## config.mk

```make
export PLATFORM = sky130hd
export DESIGN_NAME = integer_gcd_lcm_unit
export DESIGN_NICKNAME = d
export VERILOG_FILES = /design/src/rtl/core/gcdl_pkg.sv /design/src/rtl/core/gcdl_bgcd.sv /design/src/rtl/core/gcdl_div.sv /design/src/rtl/core/gcdl_mul.sv /design/src/rtl/core/integer_gcd_lcm_unit.sv
export SDC_FILE = /design/constraint.sdc
export NUM_CORES = 1
export LEC_CHECK = 0
export ABC_AREA = 1
export BUFFER_PORTS_ARGS = -buffer_cell sky130_fd_sc_hd__buf_2
export CAP_MARGIN = 20
export CORE_ASPECT_RATIO = 1.25
export CORE_MARGIN = 4
export CORE_UTILIZATION = 65
export CTS_BUF_LIST = sky130_fd_sc_hd__clkbuf_8
export CTS_CLUSTER_DIAMETER = 200
export DETAILED_ROUTE_END_ITERATION = 8
export PLACE_DENSITY_LB_ADDON = 0.2
export REMOVE_ABC_BUFFERS = 1
export SYNTH_ARGS = -nofsm -noshare
export SYNTH_HDL_FRONTEND = slang
export SYNTH_SLANG_ARGS = --single-unit
```

## constraint.sdc

```tcl
create_clock -name i_clk -period 11.7 [get_ports i_clk]
set_input_delay 2.925 -clock i_clk [delete_from_list [all_inputs] [get_ports i_clk]]
set_output_delay 2.925 -clock i_clk [all_outputs]
set_load 0.05 [all_outputs]
```

## src/rtl/core/gcdl_pkg.sv

```systemverilog
// ----------------------------------------------------------------------------
// GCD/LCM unit package
// Command codes shared by the sequencer and the stream interface.
// ----------------------------------------------------------------------------
package gcdl_pkg;

    typedef logic t_cmd;

    localparam t_cmd CMD_GCD = 1'b0;
    localparam t_cmd CMD_LCM = 1'b1;

    typedef struct packed {
        logic busy;
        logic done;
    } t_unit_status;

endpackage

```

## src/rtl/core/gcdl_bgcd.sv

```systemverilog
// ----------------------------------------------------------------------------
// Binary GCD engine
// Reduces two magnitudes by shifts and one shared subtractor, then restores
// the common power of two one bit per cycle.
// ----------------------------------------------------------------------------
module gcdl_bgcd #(
    parameter int W = 32
) (
    input  logic                  i_clk,
    input  logic                  i_rst_n,
    input  logic                  i_start,
    input  logic [W-1:0]          i_a,
    input  logic [W-1:0]          i_b,
    output gcdl_pkg::t_unit_status o_status,
    output logic [W-1:0]          o_gcd
);

    localparam int KW = $clog2(W);

    typedef enum logic [1:0] {
        ST_IDLE,
        ST_REDUCE,
        ST_RESTORE
    } t_state;

    t_state        r_state;
    logic          r_done;
    logic [W-1:0]  r_x;
    logic [W-1:0]  r_y;
    logic [W-1:0]  r_g;
    logic [KW-1:0] r_k;
    logic          x_ge_y;
    logic [W-1:0]  diff;

    always_comb begin
        x_ge_y = (r_x >= r_y);
        diff   = x_ge_y ? (r_x - r_y) : (r_y - r_x);
    end

    always_ff @(posedge i_clk) begin
        if (!i_rst_n) begin
            r_state <= ST_IDLE;
            r_done  <= 1'b0;
        end else begin
            r_done <= 1'b0;
            unique case (r_state)
                ST_IDLE: begin
                    if (i_start) begin
                        r_x     <= i_a;
                        r_y     <= i_b;
                        r_k     <= '0;
                        r_state <= ST_REDUCE;
                    end
                end
                ST_REDUCE: begin
                    if ((r_x == '0) || (r_y == '0)) begin
                        r_g     <= r_x | r_y;
                        r_state <= ST_RESTORE;
                    end else if (!r_x[0] && !r_y[0]) begin
                        r_x <= r_x >> 1;
                        r_y <= r_y >> 1;
                        r_k <= r_k + KW'(1);
                    end else if (!r_x[0]) begin
                        r_x <= r_x >> 1;
                    end else if (!r_y[0]) begin
                        r_y <= r_y >> 1;
                    end else if (x_ge_y) begin
                        r_x <= diff >> 1;
                    end else begin
                        r_y <= diff >> 1;
                    end
                end
                ST_RESTORE: begin
                    if (r_k == '0) begin
                        r_done  <= 1'b1;
                        r_state <= ST_IDLE;
                    end else begin
                        r_g <= r_g << 1;
                        r_k <= r_k - KW'(1);
                    end
                end
                default: r_state <= ST_IDLE;
            endcase
        end
    end

    assign o_status.busy = (r_state != ST_IDLE);
    assign o_status.done = r_done;
    assign o_gcd         = r_g;

endmodule

```

## src/rtl/core/gcdl_div.sv

```systemverilog
// ----------------------------------------------------------------------------
// Restoring divider
// Produces one quotient bit per cycle with a single compare and subtract.
// ----------------------------------------------------------------------------
module gcdl_div #(
    parameter int W = 32
) (
    input  logic                  i_clk,
    input  logic                  i_rst_n,
    input  logic                  i_start,
    input  logic [W-1:0]          i_dividend,
    input  logic [W-1:0]          i_divisor,
    output gcdl_pkg::t_unit_status o_status,
    output logic [W-1:0]          o_quotient
);

    localparam int CW = $clog2(W);

    logic          r_busy;
    logic          r_done;
    logic [CW-1:0] r_cnt;
    logic [W:0]    r_rem;
    logic [W-1:0]  r_num;
    logic [W-1:0]  r_quo;
    logic [W-1:0]  r_den;
    logic [W:0]    trial;
    logic          fits;

    always_comb begin
        trial = {r_rem[W-1:0], r_num[W-1]};
        fits  = (trial >= {1'b0, r_den});
    end

    always_ff @(posedge i_clk) begin
        if (!i_rst_n) begin
            r_busy <= 1'b0;
            r_done <= 1'b0;
        end else begin
            r_done <= 1'b0;
            if (!r_busy) begin
                if (i_start) begin
                    r_rem  <= '0;
                    r_num  <= i_dividend;
                    r_den  <= i_divisor;
                    r_quo  <= '0;
                    r_cnt  <= CW'(W - 1);
                    r_busy <= 1'b1;
                end
            end else begin
                r_rem <= fits ? (trial - {1'b0, r_den}) : trial;
                r_num <= r_num << 1;
                r_quo <= {r_quo[W-2:0], fits};
                if (r_cnt == '0) begin
                    r_busy <= 1'b0;
                    r_done <= 1'b1;
                end else begin
                    r_cnt <= r_cnt - CW'(1);
                end
            end
        end
    end

    assign o_status.busy = r_busy;
    assign o_status.done = r_done;
    assign o_quotient    = r_quo;

endmodule

```

## src/rtl/core/gcdl_mul.sv

```systemverilog
// ----------------------------------------------------------------------------
// Saturating shift-add multiplier
// Accumulates one multiplier bit per cycle, most significant first, and
// stops growing once the running product passes the saturation limit.
// ----------------------------------------------------------------------------
module gcdl_mul #(
    parameter int W = 32
) (
    input  logic                  i_clk,
    input  logic                  i_rst_n,
    input  logic                  i_start,
    input  logic [W-1:0]          i_mplier,
    input  logic [W-1:0]          i_mcand,
    output gcdl_pkg::t_unit_status o_status,
    output logic [W-2:0]          o_product,
    output logic                  o_overflow
);

    localparam int CW = $clog2(W);
    localparam logic [W+1:0] LIMIT = {3'b000, {(W-1){1'b1}}};

    logic          r_busy;
    logic          r_done;
    logic          r_ovf;
    logic [CW-1:0] r_cnt;
    logic [W-1:0]  r_q;
    logic [W-1:0]  r_m;
    logic [W:0]    r_acc;
    logic [W+1:0]  sum;

    always_comb begin
        sum = {r_acc, 1'b0} + (r_q[W-1] ? {2'b00, r_m} : '0);
    end

    always_ff @(posedge i_clk) begin
        if (!i_rst_n) begin
            r_busy <= 1'b0;
            r_done <= 1'b0;
        end else begin
            r_done <= 1'b0;
            if (!r_busy) begin
                if (i_start) begin
                    r_q    <= i_mplier;
                    r_m    <= i_mcand;
                    r_acc  <= '0;
                    r_ovf  <= 1'b0;
                    r_cnt  <= CW'(W - 1);
                    r_busy <= 1'b1;
                end
            end else begin
                r_q <= r_q << 1;
                if (!r_ovf) begin
                    if (sum > LIMIT) begin
                        r_ovf <= 1'b1;
                    end else begin
                        r_acc <= sum[W:0];
                    end
                end
                if (r_cnt == '0) begin
                    r_busy <= 1'b0;
                    r_done <= 1'b1;
                end else begin
                    r_cnt <= r_cnt - CW'(1);
                end
            end
        end
    end

    assign o_status.busy = r_busy;
    assign o_status.done = r_done;
    assign o_product     = r_ovf ? {(W-1){1'b1}} : r_acc[W-2:0];
    assign o_overflow    = r_ovf;

endmodule

```

## src/rtl/core/integer_gcd_lcm_unit.sv

```systemverilog
// ----------------------------------------------------------------------------
// Integer GCD/LCM unit
// Greatest common divisor or least common multiple of two signed operands,
// saturated at the largest positive value with an overflow flag.
// ----------------------------------------------------------------------------
// The unit takes one item at a time and is not ready until its result has
// been formed. A divisor item runs the binary GCD loop of shift or subtract
// steps on the shared subtractor, then restores each common factor of two. A
// multiple item then runs the restoring divider and the shift-add multiplier;
// a multiple with a zero operand skips all three engines. A finished result is
// held in the output register until it is taken.
module integer_gcd_lcm_unit #(
    parameter int DATA_WIDTH = 32
) (
    input  logic                     i_clk,
    input  logic                     i_rst_n,
    input  logic                     s_axis_tvalid,
    output logic                     s_axis_tready,
    // operand_a, operand_b
    input  logic [((2 * DATA_WIDTH + 7) / 8) * 8 - 1:0] s_axis_tdata,
    // command
    input  logic                     s_axis_tuser,
    output logic                     m_axis_tvalid,
    input  logic                     m_axis_tready,
    // result
    output logic [((DATA_WIDTH - 1 + 7) / 8) * 8 - 1:0] m_axis_tdata,
    // overflow
    output logic                     m_axis_tuser
);

    localparam int W           = DATA_WIDTH;
    localparam int IN_TDATA_W  = ((2 * W + 7) / 8) * 8;
    localparam int OUT_TDATA_W = ((W - 1 + 7) / 8) * 8;

    typedef enum logic [2:0] {
        ST_IDLE,
        ST_GCD,
        ST_DIV,
        ST_MUL,
        ST_OUT
    } t_state;

    t_state           r_state;
    gcdl_pkg::t_cmd   r_cmd;
    logic [W-1:0]     r_ma;
    logic [W-1:0]     r_mb;
    logic [W-2:0]     r_value;
    logic             r_ovf;
    logic             r_start_gcd;
    logic             r_start_div;
    logic             r_start_mul;
    logic             r_out_valid;
    logic [W-2:0]     r_out_data;
    logic             r_out_ovf;

    logic [W-1:0]     op_a;
    logic [W-1:0]     op_b;
    logic [W-1:0]     mag_a;
    logic [W-1:0]     mag_b;
    logic             accept;
    logic             out_free;

    gcdl_pkg::t_unit_status gcd_status;
    gcdl_pkg::t_unit_status div_status;
    gcdl_pkg::t_unit_status mul_status;
    logic [W-1:0]     gcd_value;
    logic [W-1:0]     quotient;
    logic [W-2:0]     product;
    logic             product_ovf;

    always_comb begin
        op_a     = s_axis_tdata[W-1:0];
        op_b     = s_axis_tdata[2*W-1:W];
        mag_a    = op_a[W-1] ? (~op_a + W'(1)) : op_a;
        mag_b    = op_b[W-1] ? (~op_b + W'(1)) : op_b;
        accept   = s_axis_tvalid && s_axis_tready;
        out_free = !r_out_valid || m_axis_tready;
    end

    assign s_axis_tready = (r_state == ST_IDLE);

    gcdl_bgcd #(.W(W)) u_bgcd (
        .i_clk    (i_clk),
        .i_rst_n  (i_rst_n),
        .i_start  (r_start_gcd),
        .i_a      (r_ma),
        .i_b      (r_mb),
        .o_status (gcd_status),
        .o_gcd    (gcd_value)
    );

    gcdl_div #(.W(W)) u_div (
        .i_clk      (i_clk),
        .i_rst_n    (i_rst_n),
        .i_start    (r_start_div),
        .i_dividend (r_ma),
        .i_divisor  (gcd_value),
        .o_status   (div_status),
        .o_quotient (quotient)
    );

    gcdl_mul #(.W(W)) u_mul (
        .i_clk      (i_clk),
        .i_rst_n    (i_rst_n),
        .i_start    (r_start_mul),
        .i_mplier   (quotient),
        .i_mcand    (r_mb),
        .o_status   (mul_status),
        .o_product  (product),
        .o_overflow (product_ovf)
    );

    always_ff @(posedge i_clk) begin
        if (!i_rst_n) begin
            r_state     <= ST_IDLE;
            r_start_gcd <= 1'b0;
            r_start_div <= 1'b0;
            r_start_mul <= 1'b0;
            r_out_valid <= 1'b0;
        end else begin
            r_start_gcd <= 1'b0;
            r_start_div <= 1'b0;
            r_start_mul <= 1'b0;
            if (m_axis_tready && (r_state != ST_OUT)) begin
                r_out_valid <= 1'b0;
            end
            unique case (r_state)
                ST_IDLE: begin
                    if (accept) begin
                        r_cmd <= s_axis_tuser;
                        r_ma  <= mag_a;
                        r_mb  <= mag_b;
                        if ((s_axis_tuser == gcdl_pkg::CMD_LCM) &&
                            ((mag_a == '0) || (mag_b == '0))) begin
                            r_value <= '0;
                            r_ovf   <= 1'b0;
                            r_state <= ST_OUT;
                        end else begin
                            r_start_gcd <= 1'b1;
                            r_state     <= ST_GCD;
                        end
                    end
                end
                ST_GCD: begin
                    if (gcd_status.done) begin
                        if (r_cmd == gcdl_pkg::CMD_GCD) begin
                            r_ovf   <= gcd_value[W-1];
                            r_value <= gcd_value[W-1] ? {(W-1){1'b1}} : gcd_value[W-2:0];
                            r_state <= ST_OUT;
                        end else begin
                            r_start_div <= 1'b1;
                            r_state     <= ST_DIV;
                        end
                    end
                end
                ST_DIV: begin
                    if (div_status.done) begin
                        r_start_mul <= 1'b1;
                        r_state     <= ST_MUL;
                    end
                end
                ST_MUL: begin
                    if (mul_status.done) begin
                        r_value <= product;
                        r_ovf   <= product_ovf;
                        r_state <= ST_OUT;
                    end
                end
                ST_OUT: begin
                    if (out_free) begin
                        r_out_valid <= 1'b1;
                        r_out_data  <= r_value;
                        r_out_ovf   <= r_ovf;
                        r_state     <= ST_IDLE;
                    end
                end
                default: r_state <= ST_IDLE;
            endcase
        end
    end

    assign m_axis_tvalid = r_out_valid;
    assign m_axis_tdata  = OUT_TDATA_W'(r_out_data);
    assign m_axis_tuser  = r_out_ovf;

endmodule

```

==> results of run 1 <==
[synthesized netlist by cell type, types with 2 or more instances]
library cell    n  area, sq um
a211oi_1        3         22.5
a21boi_0        5         37.5
a21o_1         18          135
a21oi_1       257         1290
a21oi_2         3         26.3
a221oi_1        2         17.5
a31oi_1         7         43.8
and2_1          3         18.8
buf_1           7         26.3
buf_2          12         60.1
buf_4           3         22.5
buf_6           2         22.5
clkbuf_1       71          267
clkinv_1        3         11.3
dfxtp_1        14          280
edfxtp_1      466        14000
fa_1            5          100
ha_1          171         2140
inv_1         446         1670
inv_2          19         71.3
nand2_1       758         2850
nand2_2         8         50.1
nand3_1       133          666
nand3b_1        8         60.1
nand4_1        38          238
nor2_1        341         1280
nor2_2         15         93.8
nor2_4         10          113
nor3_1         33          165
nor4_1         15         93.8
o2111ai_1       4         35.0
o211ai_1       34          255
o21a_1          6         45.0
o21ai_0       285         1430
o21ai_1        32          160
o21ai_2         5         43.8
o21bai_1       22          165
o221ai_1        3         26.3
o22ai_1         4         25.0
o31ai_1         2         15.0
or2_2           4         25.0
xnor2_1        28          245
xor2_1         91          797
[sequential cells by signal, summed over array words and instances, names as in the netlist, 31 cells and up]
| register | flops |
|---|---|
| r_value | 31 |
| u_mul.r_q | 32 |
| r_ma | 32 |
| u_bgcd.r_y | 32 |
| r_out_data | 31 |
| u_bgcd.r_x | 32 |
| u_mul.r_m | 32 |
| u_bgcd.o_gcd | 32 |
| u_div.o_quotient | 32 |
| u_div.r_rem | 32 |
| r_mb | 32 |
| u_div.r_num | 32 |
| u_div.r_den | 32 |
| u_mul.r_acc | 33 |
[layer usage]
layer,wire length (microns),GRT usage,part of all wire,vias to the layer above
met5,13,0,0.00015,-
met4,6390,0.202,0.071,2
met3,7450,0.0591,0.083,400
met2,43100,0.606,0.48,1553
met1,32700,0.441,0.36,11921
li1,-,-,-,11691
[stage by stage]
step | power [uW] | hold WS (ns) | utilization
after floorplan | 3540 | 0.400 | -
after global placement | 4220 | 0.405 | 0.684
after detailed placement | 4260 | 0.405 | 0.684
after CTS | 5650 | 0.419 | 0.717
after global routing | 5980 | 0.416 | 0.719
final | 5730 | 0.413 | 0.719
[layout make-up]
type	count	share of cell area
Sequential cell	480	0.448
Multi-Input combinational cell	2370	0.406
Inverter	469	0.0553
Clock buffer	78	0.0337
Tap cell	572	0.0225
Timing Repair Buffer	125	0.0224
Clock inverter	63	0.0121
Antenna cell	3	0.000236
[worst max-delay path by stage]
stage / cells after the start / end / start
2_1_floorplan: 4 / u_div.r_cnt[0] / i_rst_n
3_3_place_gp: 10 / r_value[25] / s_axis_tdata[63]
3_5_place_dp: 10 / r_value[11] / s_axis_tdata[63]
4_1_cts: 10 / r_value[16] / s_axis_tdata[63]
5_1_grt: 11 / r_value[20] / s_axis_tdata[63]
6_report: 10 / r_value[14] / s_axis_tdata[63]
[layout by cell type, fill, tap and decap left out, types with 18 or more instances in the layout]
cell      netlist  final
inv_2          19     19
buf_4           3     20
nand3_1       133    133
inv_1         446    468
nor2_2         15     20
ha_1          171    169
o211ai_1       34     34
clkbuf_8        0     78
edfxtp_1      466    466
clkinv_1        3     18
a21oi_1       257    255
a21o_1         18     18
o21bai_1       22     22
nand4_1        38     38
nand2_1       758    758
nor3_1         33     31
o21ai_0       285    285
xor2_1         91     91
o21ai_1        32     32
buf_2          12    103
xnor2_1        28     28
nor2_1        341    335
[power by group]
group | internal (uW) | switching [uW]
combinational | 562 | 1450
clock | 698 | 704
sequential | 2170 | 156
[cells by family (layout without fill, tap and decap cells)]
group           count (synthesis)  count (layout)  share of synthesized area
flops                         480             480                      0.487
compound gates                701             701                      0.132
other cells                     1               4                   0.000128
fa+ha+maj                     176             176                     0.0764
xor+xnor                      119             119                     0.0356
simple gates                 1373            1373                      0.195
buf+inv                       565             735                     0.0739
[worst max-delay path, stage by stage]
cell and delay, ns:
buf_2 0.61, o21ai_0 0.27, or2_2 0.33, nor3_1 0.20, nand3_1 0.11, nor2_1 0.21, nand3_1 0.23, nand2_1 0.25
nand2_1 0.16, a21oi_4 0.88
==> impl_results.md, run 1 <==
* Status: completed
* Reg2Reg Launch Point: u_mul.r_q[31]
* Peak supply drop at 0.157 mV
* Routed length per placed instance at 21.5 microns
* #FFs+latches synth at 480
* Hold_sp: r_value[21]
* Post-Place Worst Slack at 5.19 ns
* Unrepaired setup endpoints after global routing: false
* Die Y at 245 microns
* Max clock buf depth at 3
* Synth Warn # at 0
* Pwr dens at 180 nW/um^2
* Setup crit end kind: flop
* H-tree depth at 3
* Via count at 25567
* P_leak at 0.0138 uW
* # DRC at 0
* CP Class: primary input to flop
* Capturing point of the worst reg2reg path: u_mul.r_acc[10]
* Max-slew headroom at the worst pin at 0.268
* Post_cts resized at 0
* Initial DRC count at 2966
* Synth unique cells at 62
* WHS Endpoint: r_out_data[21]
* Share of layout cells above drive strength 1 at 0.0881
* CTS Root Cell: clkbuf_8
* Drt first pass iters at 7
* Worst EP arrival at 6.21 ns
* Post-layout net count at 3768
* Sequential cell area fraction in the yosys report at 0.487
* Worst-Margin Slew at 1.10 ns
* FF/Latch Area at 14300 sq um
* R2R depth at 18
* Critical path required time at 11.99 ns
* First-pass GRT wire length at 135000 microns
* Post-DP HPWL at 66600 microns
* Post-CTS Hold Fix Bufs at 0
* Row Count at 86
* EDFF count, synth at 466
* Clock latency on the worst-skew pair at 0.69 ns
* Mean Syn Cell Area at 8.58 sq um
* Gpl congestion at 1.03
* Cell Area, Synth at 29300 sq um
* FMAX at 169 MHz
* Final instance area at 31900 sq um
* Post-DRT Antenna Nets at 0
* Area taken by multi-input logic gates at 12900 sq um
* Max-Cap Viols at 0
* Cells after DPL at 4013
* Hold depth at 0
* Setup bufs post-CTS at 0
* Largest net degree at the start of global routing at 83
* Cells after Synth at 3415
* Fillers at 3259
* Routed WL at 89600 microns
* R2r setup slk at 7.59 ns
* Grt total ovfl at 0
* Clock Skew at 0.0556 ns
* IO Port Bufs at 102
* Total global-route track usage at 0.360
* Vias in the first global route at 24780
* Shortest period the worst path allows at 5.91 ns
* DP Area at 30300 sq um
* Antenna violations before repair at 4
* Layout area overhead at 8.72%
* Setup TNS at 0 ns
* Hold Fails Final Rpt at 0
* Ports at 104
* Maximum fanout along the worst path at 47
* Clk sinks at 480
* Core outline area at 44300 sq um
* Die Area at 48600 sq um
* CTS tree: built
* Starting Density at 0.661
* Num CTS Buffers at 77
* Type of origin of the critical path: primary input
* Final setup vio count at 0
* Die Width at 198 microns
* Final worst path period share at 0.505
* Slew Limit Fails at 0
* Hold Path Class: flop to flop
* Non-Filler Instances at 4160
* Vias/cell at 6.15
* Clock-pin slew on the worst setup and hold paths at 0.07 ns
* PnR worst setup slack at 5.79 ns
* Post-synthesis async set-or-reset flop share at 0
* Ys flop type: edfxtp_1
Note: power is estimated with default switching activity, not from simulation.
==> inputs of run 2 (changes only) <==
- CORE_UTILIZATION: 65 -> 59
- clock period: 11.7 -> 5 ns (I/O delays scaled with it)
==> impl_results.md, run 2 (synthesized netlist as in run 1, its figures left out) <==
* Final worst path period share at 0.763
* Critical Path Source: u_mul.r_q[31]
* Shortest period the worst path allows at 3.81 ns
* FMAX at 262 MHz
* Post-Place Worst Slack at 0.875 ns (-4.32 ns)
* Reg2Reg Launch Point: u_mul.r_q[31]
* Clock latency on the worst-skew pair at 0.68 ns (about the same)
* Final setup vio count at 0 (unchanged)
* CTS tree: built
* Maximum fanout along the worst path at 33 (-30%)
* Post_cts resized at 0 (unchanged)
* Fillers at 4119 (+26%)
* Grt total ovfl at 0 (unchanged)
* Ports at 104 (unchanged)
* R2R depth at 18 (unchanged)
* Peak supply drop at 0.442 mV (+180%)
* Antenna violations before repair at 3 (-1)
* Max reg flops at 33 (unchanged)
* Max clock buf depth at 3 (unchanged)
* Critical path required time at 5.30 ns (-6.69 ns)
* Clock-pin slew on the worst setup and hold paths at 0.07 ns (about the same)
* First-pass GRT wire length at 132000 microns (-2.5%)
* Layout area overhead at 9.34%
* Hold slack at 0.411 ns (-0.00178 ns)
* R2r setup slk at 1.19 ns (-6.40 ns)
* Starting Density at 0.594 (-0.0666)
* Routed WL at 86500 microns (-3.5%)
* Worst-Margin Slew at 1.03 ns (-0.0654 ns)
* Slew Limit Fails at 0 (unchanged)
* Setup crit end kind: flop
* H-tree depth at 3 (unchanged)
* CTS Root Cell: clkbuf_8
* Post-DP HPWL at 67300 microns (+1.0%)
* Share of layout cells above drive strength 1 at 0.0892 (+0.00109)
* Initial DRC count at 2358 (-20%)
* Max-slew headroom at the worst pin at 0.311 (+0.0428)
* Drt first pass iters at 9 (+2)
* Total global-route track usage at 0.315 (-0.0449)
* Largest net degree at the start of global routing at 116 (+40%)
* Commonest non-fill, non-tap cell in the layout: nand2_1
* Die Width at 207 microns (+4.8%)
* CP Class: flop to flop
* Post-CTS Hold Fix Bufs at 0 (unchanged)
* Die Y at 257 microns (+4.8%)
* Type of origin of the critical path: flop
* Setup bufs post-CTS at 0 (unchanged)
* Gpl congestion at 1.00 (-3.2%)
* Max-Cap Viols at 0 (unchanged)
* Post-DRT Antenna Nets at 0 (unchanged)
* Unrepaired setup endpoints after global routing: false
* Routed length per placed instance at 20.4 microns (-5.3%)
* IO Port Bufs at 102 (unchanged)
* Via count at 24504 (-4.2%)
* Top reg by flops: u_mul.r_acc
* Die Area at 53300 sq um (+9.8%)
* Clk sinks at 480 (unchanged)
* # DRC at 0 (unchanged)
* Hold Fails Final Rpt at 0 (unchanged)
* PnR worst setup slack at 1.19 ns (-4.60 ns)
* Commonest non-fill, non-tap cells in the layout: nand2_1, edfxtp_1, inv_1, nor2_1, o21ai_0
* Pwr dens at 418 nW/um^2 (+130%)
* Clock Skew at 0.0385 ns (-0.0171 ns)
* Post-layout net count at 3773 (+0.13%)
* Vias in the first global route at 24149 (-2.5%)
* Num CTS Buffers at 78 (+1.3%)
* Hold Path Class: flop to flop
* Capturing point of the worst reg2reg path: u_mul.r_acc[6]
* Core outline area at 49300 sq um (+11%)
* Vias/cell at 5.78 (-6.0%)
* Worst EP arrival at 4.12 ns (-2.09 ns)
* Row Count at 91 (+5.8%)
* CP endpoint: u_mul.r_acc[6]
* P_leak at 0.0138 uW (+0.15%)
* Status: completed
==> run 2: cell types whose count changed in the layout (fill, tap and decap cells not counted), sizes merged <==
cell / delta
clkinvlp: -3
clkinv: +5
inv: -6
buf: +4
bufinv: +1
==> run 2: how the worst min path moves through the flow <==
stage | cells after the start | slack [ns] | start | endpoint
floorplan | 0 | 0.40 | r_ovf | m_axis_tuser
global placement | 0 | 0.40 | r_value[18] | r_out_data[18]
detailed placement | 0 | 0.40 | r_ovf | m_axis_tuser
CTS | 0 | 0.41 | r_value[1] | r_out_data[1]
global route | 0 | 0.42 | r_value[15] | r_out_data[15]
finish | 0 | 0.41 | r_value[1] | r_out_data[1]
==> run 2: metal layers <==
layer	wire length (microns)	global-route usage
met1	33900	0.396
met2	42100	0.540
met3	5320	0.0399
met4	5100	0.159
met5	11	0
==> run 2: power by group <==
part	leakage, uW	switching (uW)	total [uW]	internal, uW
Combinational	0.00858	3370	4690	1310
Clock	0.000818	1600	3290	1690
Sequential	0.00441	343	5410	5070
==> run 2: worst max-delay path: stages, from the launching register on <==
cell      delay [ns]
edfxtp_1        0.57
nand2_1         0.11
inv_1           0.04
ha_1            0.20
fa_1            0.40
nand2_1         0.11
o21ai_1         0.10
a21oi_1         0.31
o21bai_1        0.16
a21oi_1         0.15
buf_4           0.15
inv_1           0.05
nand2_1         0.07
a21o_1          0.11
nand3_1         0.06
nand2_1         0.07
nand3_1         0.19
nor2_2          0.14
buf_4           0.43
==> run 2: metrics by stage <==
| step | util | cells | TNS (ns) | area, sq um | power, uW |
|---|---|---|---|---|---|
| final | 0.650 | 4240 | 0 | 32000 | 13400 |
| after global routing | 0.650 | 4239 | 0 | 32000 | 14100 |
| after CTS | 0.649 | 4235 | 0 | 32000 | 13400 |
| after detailed placement | 0.619 | 4097 | 0 | 30500 | 10100 |
| after global placement | 0.619 | 4097 | 0 | 30500 | 10000 |
| after floorplan | - | 3319 | -311.15 | 28900 | 8270 |
==> run 2: final cells by class <==
type | count | area, sq um | share of cell area
clock inverter | 60 | 414 | 0.0129
sequential | 480 | 14300 | 0.446
tap | 651 | 815 | 0.0254
clock buffer | 78 | 1070 | 0.0335
multi-input combinational | 2370 | 12900 | 0.403
timing repair buffer | 129 | 768 | 0.0240
antenna | 3 | 7.51 | 0.000234
inverter | 469 | 1760 | 0.0550
